`src/sv/led_pattern_sequencer_unit_assert.svh`:
```
// assertion helpers, clocked on clk and disabled while arst_n is low
`ifndef LED_PATTERN_SEQUENCER_UNIT_ASSERT_SVH
`define LED_PATTERN_SEQUENCER_UNIT_ASSERT_SVH

// condition holds at every edge
`define LDPS_ASSERT_ALWAYS(lbl, cond) \
	lbl: assert property (@(posedge clk) disable iff (!arst_n) (cond)) \
		else $error("ldps check failed");

// consequent holds in the same cycle as the antecedent
`define LDPS_ASSERT_IMPL(lbl, ante, cons) \
	lbl: assert property (@(posedge clk) disable iff (!arst_n) (ante) |-> (cons)) \
		else $error("ldps check failed");

// consequent holds in the cycle after the antecedent
`define LDPS_ASSERT_NEXT(lbl, ante, cons) \
	lbl: assert property (@(posedge clk) disable iff (!arst_n) (ante) |=> (cons)) \
		else $error("ldps check failed");

`endif

```
`src/sv/ldps_pkg.sv`:
```
package ldps_pkg;

	localparam int LED_W      = 8;
	localparam int MODE_W     = 4;
	localparam int CFG_ADDR_W = 3;
	localparam int CFG_DATA_W = 32;

	localparam logic [LED_W-1:0] SEED_RESET = 8'd115;
	localparam logic [LED_W-1:0] LCG_MUL    = 8'd251;
	localparam logic [LED_W-1:0] LCG_ADD    = 8'd37;

	// pattern codes
	localparam logic [MODE_W-1:0] MODE_NONE      = 4'd0;
	localparam logic [MODE_W-1:0] MODE_BIN_UP    = 4'd1;
	localparam logic [MODE_W-1:0] MODE_BIN_DOWN  = 4'd2;
	localparam logic [MODE_W-1:0] MODE_GRAY_UP   = 4'd3;
	localparam logic [MODE_W-1:0] MODE_GRAY_DOWN = 4'd4;
	localparam logic [MODE_W-1:0] MODE_BCD_UP    = 4'd5;
	localparam logic [MODE_W-1:0] MODE_BCD_DOWN  = 4'd6;
	localparam logic [MODE_W-1:0] MODE_SNAKE     = 4'd7;
	localparam logic [MODE_W-1:0] MODE_STACK     = 4'd8;
	localparam logic [MODE_W-1:0] MODE_RANDOM    = 4'd9;

	// register index of the seed within the config space
	localparam logic REG_SEED = 1'b0;

	typedef struct packed {
		logic next_b;
		logic prev_b;
		logic stop_b;
	} btn_t;

endpackage

```
`src/sv/ldps_apb.sv`:
```
module ldps_apb
	import ldps_pkg::*;
(
	input  logic                  clk,
	input  logic                  arst_n,
	input  logic                  psel,
	input  logic                  penable,
	input  logic                  pwrite,
	input  logic [CFG_ADDR_W-1:0] paddr,
	input  logic [CFG_DATA_W-1:0] pwdata,
	output logic [CFG_DATA_W-1:0] prdata,
	output logic                  pready,
	output logic [LED_W-1:0]      seed
);

	logic [LED_W-1:0] seed_q;
	logic             hit;

	// word index is the bit above the byte offset
	assign hit    = (paddr[CFG_ADDR_W-1] == REG_SEED);
	assign pready = 1'b1;
	assign seed   = seed_q;

	always_ff @(posedge clk or negedge arst_n) begin
		if (!arst_n) begin
			seed_q <= SEED_RESET;
		end else if (psel && penable && pwrite && hit) begin
			seed_q <= pwdata[LED_W-1:0];
		end
	end

	always_comb begin
		prdata = '0;
		if (hit) begin
			prdata = {{(CFG_DATA_W-LED_W){1'b0}}, seed_q};
		end
	end

endmodule

```
`src/sv/ldps_engine.sv`:
```
`include "led_pattern_sequencer_unit_assert.svh"

module ldps_engine
	import ldps_pkg::*;
(
	input  logic              clk,
	input  logic              arst_n,
	input  logic              fire,
	input  btn_t              btn,
	input  logic [LED_W-1:0]  seed,
	output logic [LED_W-1:0]  led,
	output logic              busy,
	output logic [MODE_W-1:0] mode
);

	logic [MODE_W-1:0] mode_q, mode_d;
	logic              busy_q, busy_d;
	logic [7:0]        step_q, step_d;
	logic [2:0]        col_q, col_d;
	logic [7:0]        base_q, base_d;
	logic [1:0]        dwell_q, dwell_d;
	logic [7:0]        rand_q, rand_d;
	logic [7:0]        led_q, led_d;

	logic [MODE_W-1:0] sel_mode;
	logic [2:0]        frame_len;
	logic              frame_end;
	logic              go_on;
	logic              col_last;
	logic [7:0]        adv_step;
	logic [2:0]        adv_col;
	logic [7:0]        adv_base;
	logic [7:0]        adv_rand;
	logic [15:0]       lcg_prod;

	function automatic logic [7:0] gray8(input logic [7:0] v);
		return v ^ (v >> 1);
	endfunction

	// tens by reciprocal multiply, exact for v below 179
	function automatic logic [7:0] bcd8(input logic [6:0] v);
		logic [13:0] prod;
		logic [3:0]  tens;
		logic [6:0]  ones;
		prod = {7'd0, v} * 14'd103;
		tens = prod[13:10];
		ones = v - ({3'd0, tens} * 7'd10);
		return {tens, ones[3:0]};
	endfunction

	function automatic logic [7:0] frame_value(
		input logic [MODE_W-1:0] m,
		input logic [7:0]        s,
		input logic [7:0]        base,
		input logic [7:0]        rnd,
		input logic [7:0]        keep
	);
		logic [6:0]  clamp;
		logic [3:0]  e;
		logic [10:0] snake;
		logic [7:0]  r;
		clamp = (s > 8'd99) ? 7'd99 : s[6:0];
		if (s <= 8'd5) begin
			e = s[3:0];
		end else if (s <= 8'd10) begin
			e = 4'd10 - s[3:0];
		end else begin
			e = 4'd0;
		end
		snake = 11'd7 << e;
		unique case (m)
			MODE_BIN_UP:    r = s;
			MODE_BIN_DOWN:  r = ~s;
			MODE_GRAY_UP:   r = gray8(s);
			MODE_GRAY_DOWN: r = gray8(~s);
			MODE_BCD_UP:    r = bcd8(clamp);
			MODE_BCD_DOWN:  r = bcd8((s > 8'd99) ? 7'd0 : 7'd99 - s[6:0]);
			MODE_SNAKE:     r = snake[7:0];
			MODE_STACK:     r = base + (8'd1 << s[2:0]);
			MODE_RANDOM:    r = rnd;
			default:        r = keep;
		endcase
		return r;
	endfunction

	// mode selection while idle, next wins over prev
	always_comb begin
		if (btn.next_b) begin
			sel_mode = (mode_q < MODE_RANDOM) ? mode_q + 4'd1 : MODE_NONE;
		end else begin
			sel_mode = (mode_q > MODE_NONE && mode_q <= MODE_RANDOM) ?
				mode_q - 4'd1 : MODE_RANDOM;
		end
	end

	always_comb begin
		unique case (mode_q)
			MODE_SNAKE:  frame_len = 3'd2;
			MODE_RANDOM: frame_len = 3'd4;
			default:     frame_len = 3'd1;
		endcase
	end

	assign frame_end = ({1'b0, dwell_q} + 3'd1) >= frame_len;
	assign col_last  = (col_q >= 3'd6) || (step_q >= (8'd6 - {5'd0, col_q}));
	assign lcg_prod  = rand_q * LCG_MUL;

	// end-of-frame step of the running pattern
	always_comb begin
		go_on    = 1'b0;
		adv_step = step_q;
		adv_col  = col_q;
		adv_base = base_q;
		adv_rand = rand_q;
		unique case (mode_q)
			MODE_BIN_UP, MODE_BIN_DOWN, MODE_GRAY_UP, MODE_GRAY_DOWN: begin
				go_on    = !btn.stop_b && (step_q != 8'd255);
				adv_step = step_q + 8'd1;
			end
			MODE_BCD_UP, MODE_BCD_DOWN: begin
				go_on    = !btn.stop_b && (step_q < 8'd99);
				adv_step = step_q + 8'd1;
			end
			MODE_SNAKE: begin
				go_on    = !btn.stop_b && (step_q < 8'd10);
				adv_step = step_q + 8'd1;
			end
			MODE_STACK: begin
				if (col_last) begin
					// walking bit settles onto the base, next column starts
					go_on    = !btn.stop_b && (col_q < 3'd6);
					adv_base = base_q + (8'd1 << step_q[2:0]);
					adv_col  = col_q + 3'd1;
					adv_step = 8'd0;
				end else begin
					go_on    = 1'b1;
					adv_step = step_q + 8'd1;
				end
			end
			MODE_RANDOM: begin
				go_on    = !btn.stop_b;
				adv_rand = lcg_prod[7:0] + LCG_ADD;
			end
			default: go_on = 1'b0;
		endcase
	end

	always_comb begin
		mode_d  = mode_q;
		busy_d  = busy_q;
		step_d  = step_q;
		col_d   = col_q;
		base_d  = base_q;
		dwell_d = dwell_q;
		rand_d  = rand_q;
		led_d   = led_q;
		if (busy_q) begin
			if (frame_end) begin
				if (go_on) begin
					step_d = adv_step;
					col_d  = adv_col;
					base_d = adv_base;
					rand_d = adv_rand;
					led_d  = frame_value(mode_q, adv_step, adv_base, adv_rand, led_q);
				end else begin
					busy_d = 1'b0;
				end
				dwell_d = 2'd0;
			end else begin
				dwell_d = dwell_q + 2'd1;
			end
		end else if (btn.next_b || btn.prev_b) begin
			mode_d = sel_mode;
			if (sel_mode != MODE_NONE) begin
				busy_d  = 1'b1;
				step_d  = 8'd0;
				col_d   = 3'd0;
				base_d  = 8'd0;
				dwell_d = 2'd0;
				rand_d  = seed;
				led_d   = frame_value(sel_mode, 8'd0, 8'd0, seed, led_q);
			end
		end
	end

	always_ff @(posedge clk or negedge arst_n) begin
		if (!arst_n) begin
			mode_q  <= MODE_NONE;
			busy_q  <= 1'b0;
			step_q  <= '0;
			col_q   <= '0;
			base_q  <= '0;
			dwell_q <= '0;
			rand_q  <= SEED_RESET;
			led_q   <= '0;
		end else if (fire) begin
			mode_q  <= mode_d;
			busy_q  <= busy_d;
			step_q  <= step_d;
			col_q   <= col_d;
			base_q  <= base_d;
			dwell_q <= dwell_d;
			rand_q  <= rand_d;
			led_q   <= led_d;
		end
	end

	assign led  = led_q;
	assign busy = busy_q;
	assign mode = mode_q;

	`LDPS_ASSERT_IMPL(a_busy_has_mode, busy_q, mode_q != MODE_NONE && mode_q <= MODE_RANDOM)
	`LDPS_ASSERT_IMPL(a_dwell_only_long, dwell_q != 2'd0,
		busy_q && (mode_q == MODE_SNAKE || mode_q == MODE_RANDOM))
	`LDPS_ASSERT_ALWAYS(a_col_bound, col_q <= 3'd6)
	`LDPS_ASSERT_NEXT(a_hold_no_beat, !fire,
		$stable(led_q) && $stable(busy_q) && $stable(mode_q))

endmodule

```
`src/sv/led_pattern_sequencer_unit.sv`:
```
// led pattern sequencer
// input channel: one beat per base tick (in_valid/in_stall) carrying the
// next, previous and stop button levels; output channel: one beat per
// input beat (out_valid/out_stall) with the latched leds, running flag and
// selected mode after that tick.
// the seed of the random walk is written over the apb port at address 0;
// a new seed is used at the next start of the random pattern.
// a result passes the input register, then the pattern state which doubles
// as result register; a stalled output can hold it in the input register.
// throughput: one beat per cycle while not stalled; the state update is a
// single pass of logic from the input register into the state registers.
// a stalled output holds its beat; the input register still takes one more
// beat, then in_stall rises until the output drains.
// reset clears mode, leds and running, empties both stages and loads the
// seed with its default; the block is ready right after reset.
module led_pattern_sequencer_unit
	import ldps_pkg::*;
(
	input  logic                  clk,
	input  logic                  arst_n,
	input  logic                  in_valid,
	output logic                  in_stall,
	input  logic                  next_button,
	input  logic                  prev_button,
	input  logic                  stop_button,
	output logic                  out_valid,
	input  logic                  out_stall,
	output logic [LED_W-1:0]      led_value,
	output logic                  running,
	output logic [MODE_W-1:0]     mode,
	input  logic                  psel,
	input  logic                  penable,
	input  logic                  pwrite,
	input  logic [CFG_ADDR_W-1:0] paddr,
	input  logic [CFG_DATA_W-1:0] pwdata,
	output logic [CFG_DATA_W-1:0] prdata,
	output logic                  pready
);

	logic             valid_s1;
	btn_t             btn_s1;
	logic             valid_s2;
	logic             out_free;
	logic             adv;
	logic             in_take;
	logic [LED_W-1:0] seed;

	assign out_free = !valid_s2 || !out_stall;
	assign adv      = valid_s1 && out_free;
	assign in_stall = valid_s1 && !out_free;
	assign in_take  = in_valid && !in_stall;

	always_ff @(posedge clk or negedge arst_n) begin
		if (!arst_n) begin
			valid_s1 <= 1'b0;
			valid_s2 <= 1'b0;
		end else begin
			if (in_take) begin
				valid_s1 <= 1'b1;
			end else if (adv) begin
				valid_s1 <= 1'b0;
			end
			if (adv) begin
				valid_s2 <= 1'b1;
			end else if (!out_stall) begin
				valid_s2 <= 1'b0;
			end
		end
	end

	always_ff @(posedge clk) begin
		if (in_take) begin
			btn_s1 <= '{next_b: next_button, prev_b: prev_button, stop_b: stop_button};
		end
	end

	ldps_apb u_apb (
		.clk     (clk),
		.arst_n  (arst_n),
		.psel    (psel),
		.penable (penable),
		.pwrite  (pwrite),
		.paddr   (paddr),
		.pwdata  (pwdata),
		.prdata  (prdata),
		.pready  (pready),
		.seed    (seed)
	);

	ldps_engine u_engine (
		.clk    (clk),
		.arst_n (arst_n),
		.fire   (adv),
		.btn    (btn_s1),
		.seed   (seed),
		.led    (led_value),
		.busy   (running),
		.mode   (mode)
	);

	assign out_valid = valid_s2;

endmodule

```
`config.mk`:
```
export PLATFORM = sky130hd
export DESIGN_NAME = led_pattern_sequencer_unit
export DESIGN_NICKNAME = d
export VERILOG_FILES = /design/src/sv/ldps_pkg.sv /design/src/sv/ldps_apb.sv /design/src/sv/ldps_engine.sv /design/src/sv/led_pattern_sequencer_unit.sv
export VERILOG_INCLUDE_DIRS = /design/src /design/src/sv
export SDC_FILE = /design/constraint.sdc
export NUM_CORES = 1
export LEC_CHECK = 0
export ABC_AREA = 1
export BUFFER_PORTS_ARGS = -buffer_cell sky130_fd_sc_hd__buf_2
export CAP_MARGIN = 30
export CORE_AREA = 2 2 137 125
export DETAILED_ROUTE_END_ITERATION = 6
export DIE_AREA = 0 0 139 127
export PLACE_DENSITY = 0.69
export SLEW_MARGIN = 20
export SYNTH_ARGS = -nofsm -noshare
export SYNTH_HDL_FRONTEND = slang
export SYNTH_SLANG_ARGS = --single-unit
```
`constraint.sdc`:
```
create_clock -name clk -period 9.3 [get_ports clk]
set_input_delay 1.86 -clock clk [delete_from_list [all_inputs] [get_ports clk]]
set_output_delay 1.86 -clock clk [all_outputs]
set_load 0.05 [all_outputs]
```
==> metrics.cfg <==
[finish]
fillers = 1613
regArea_um2 = 1404
final_nets = 1367
final_cell_mix = nand2_1 (235), inv_1 (188), ha_1 (141), nor2_1 (96)
insertedDiodeCount = 0
fin_cells = 1364
multi_input_area_um2 = 5644
area_growth_pct = 6.070
final_common_cell = nand2_1
drive_gt1_share_pct = 8.902
postLayoutCoreUtil_pct = 52.64

[floorplanning]
dieArea_um2 = 17650
dieWidth_um = 139
core_um2 = 16080
ios = 93
die_h_um = 127
fp-row-count = 44
start_util_pct = 49.63

[sta]
hold_violations = 0
max_freq_mhz = 119.7
hold_ws_ns = 0.4773
period_minus_slack_ns = 8.357
worst_pin_slew_ns = 0.7761
finalSetupViolCount = 0
setup_tns_ns = 0
rsz0062_at_grt = false
fin_crit_sh_pct = 89.86
maxSlewViolCount = 0
relSlewSlack_pct = 48.21
fin_skew_ns = 0.01177

[clock_network]
numCtsBuffers = 5
numClockSinks = 55
cts-resized-gates = 0
cts_tree = built
ctsHoldBuffers = 0
ctsRootBufferMaster = clkbuf_16
clk_latency_ns = 0.30
htree_num_levels = 2
path_clk_slew_ns = 0.08
cts_buffer_depth = 2
cts_setup_buffers = 0

[placed_design]
io_buffers = 41
dp.cells = 1356
dp_hpwl_um = 15890
gp_congestion = 0.9067

[worst_setup_path]
start_kind = flip-flop
cp-end-kind = flip-flop
criticalPathCategory = reg -> reg
critPathMaxFanout = 14
critPathSlowestCell = fa_1
cpPeakStageDelay_ns = 0.53
critical_path_buf_inv_count = 7
cp_common_cell = nand2_1
cp.required_ns = 9.49
crit_arrival_ns = 8.55
crit_family = adder cells

[synthesis]
synthSimpleGateAreaFrac_pct = 24.87
synth_seq_cells = 55
synthAdderAreaFrac_pct = 28.39
seq_area_frac_synth_pct = 17.60
synth-xor-area-share_pct = 3.513
synth_cell_type_count = 51
synth_top_area_share_pct = 22.11
synthCells = 1124
syn_area_um2 = 7978
synth_edf_count = 3
ys_warn_count = 0
synth_top_family_by_area = adder cells
yosys-mux-area-fraction_pct = 0
synthTopCellsByArea = ha_1 (22%), dfrtp_1 (13%), nand2_1 (11%)
synthArstFlopShare_pct = 94.55
synthFlopType = dfrtp_1
synth.avg_cell_area_um2 = 7.098
synth_compound_area_share_pct = 12.80
yosysTopAreaCell = ha_1

[global_routing]
grt_pass1_wl_um = 32840
grt_max_degree = 53
grt_overflow_total = 0
antenna_found_initial = 0
grt_usage_pct = 22.46
first_global_vias = 6815

[hold_path]
hp-class = reg -> reg

[routing]
routed_wl_um = 19770
wire_per_inst_um = 14.49
ant_nets = 0
drc = 0
avgViaCountPerCell = 5.355
drt-pass1-iter-count = 6
drt_iter0_drc = 578
num_vias = 7304

[status]
status = finished, final reports clean

[job]
drv_cap = 0

==> sequential cells by signal, indices dropped and copies added (netlist names), 2 cells and up <==
name,count
btn_s1,3
u_apb.seed,8
u_engine.base_q,8
u_engine.col_q,3
u_engine.dwell_q,2
u_engine.led,8
u_engine.mode,4
u_engine.rand_q,8
u_engine.step_q,8
==> worst paths after layout <==
path	start	to	slack, ns	depth (start not counted)
hold / removal	valid_s1	out_valid	0.48	2
setup reg to reg	u_engine.col_q[0]	u_engine.led[2]	0.94	44
hold reg to reg	valid_s1	out_valid	0.48	2
min in group asynchronous	arst_n	u_engine.step_q[5]	1.68	2
max in group asynchronous	arst_n	u_engine.dwell_q[1]	7.13	2
setup / recovery	u_engine.col_q[0]	u_engine.led[2]	0.94	44
==> layout make-up <==
type	instances	area share, %
Tap cell	207	3.061
Multi-Input combinational cell	851	66.70
Inverter	197	8.768
Sequential cell	55	16.59
Clock buffer	6	1.774
Clock inverter	2	0.2366
Timing Repair Buffer	46	2.869
==> cell usage after synthesis (all sizes together) (3+ instances only) <==
| cell | count |
|---|---|
| ha | 141 |
| nor3 | 11 |
| a21o | 4 |
| or2 | 3 |
| fa | 25 |
| o22ai | 17 |
| a31oi | 4 |
| nand3 | 66 |
| inv | 196 |
| xor2 | 22 |
| a21boi | 5 |
| o211ai | 3 |
| dfstp | 10 |
| nand2 | 248 |
| a22oi | 3 |
| dfrtp | 42 |
| nand4 | 18 |
| nor2 | 102 |
| buf | 33 |
| xnor2 | 10 |
| edfxtp | 3 |
| a21oi | 51 |
| nand3b | 4 |
| clkbuf | 11 |
| o221ai | 9 |
| o21bai | 3 |
| o21ai | 64 |
==> worst register-to-register path: cells and delay by family (launching register included) <==
family | cells | cell delay (ns)
adder cells (fa/ha/maj) | 10 | 3.53
XOR/XNOR | 1 | 0.29
flip-flops | 1 | 0.45
AND/OR/NAND/NOR | 20 | 2.27
AO/OA/AOI/OAI | 6 | 0.83
buffers and inverters | 7 | 0.88
==> logic make-up after synthesis <==
logic type / Yosys count
simple gates: 455
compound gates: 173
fa+ha+maj: 166
flops: 55
xor+xnor: 32
other cells: 2
buf+inv: 241
==> per-stage QoR <==
step           area [µm²]  setup WS (ns)
2_1_floorplan        8064          2.136
3_3_place_gp         8292          1.144
3_5_place_dp         8292         0.9541
4_1_cts              8462         0.9465
5_1_grt              8462         0.2445
6_report             8462         0.9428
==> per-layer routing <==
metal	track usage, %	up-vias	share of wire (%)
li1	-	3663	-
met1	32.18	3390	48
met2	36.69	225	45
met3	3.148	26	5.8
met4	4.219	0	1.4
met5	0	-	0
Power is not shown: default switching activity piles up to over one toggle a cycle in this logic, so the estimate is an artifact.
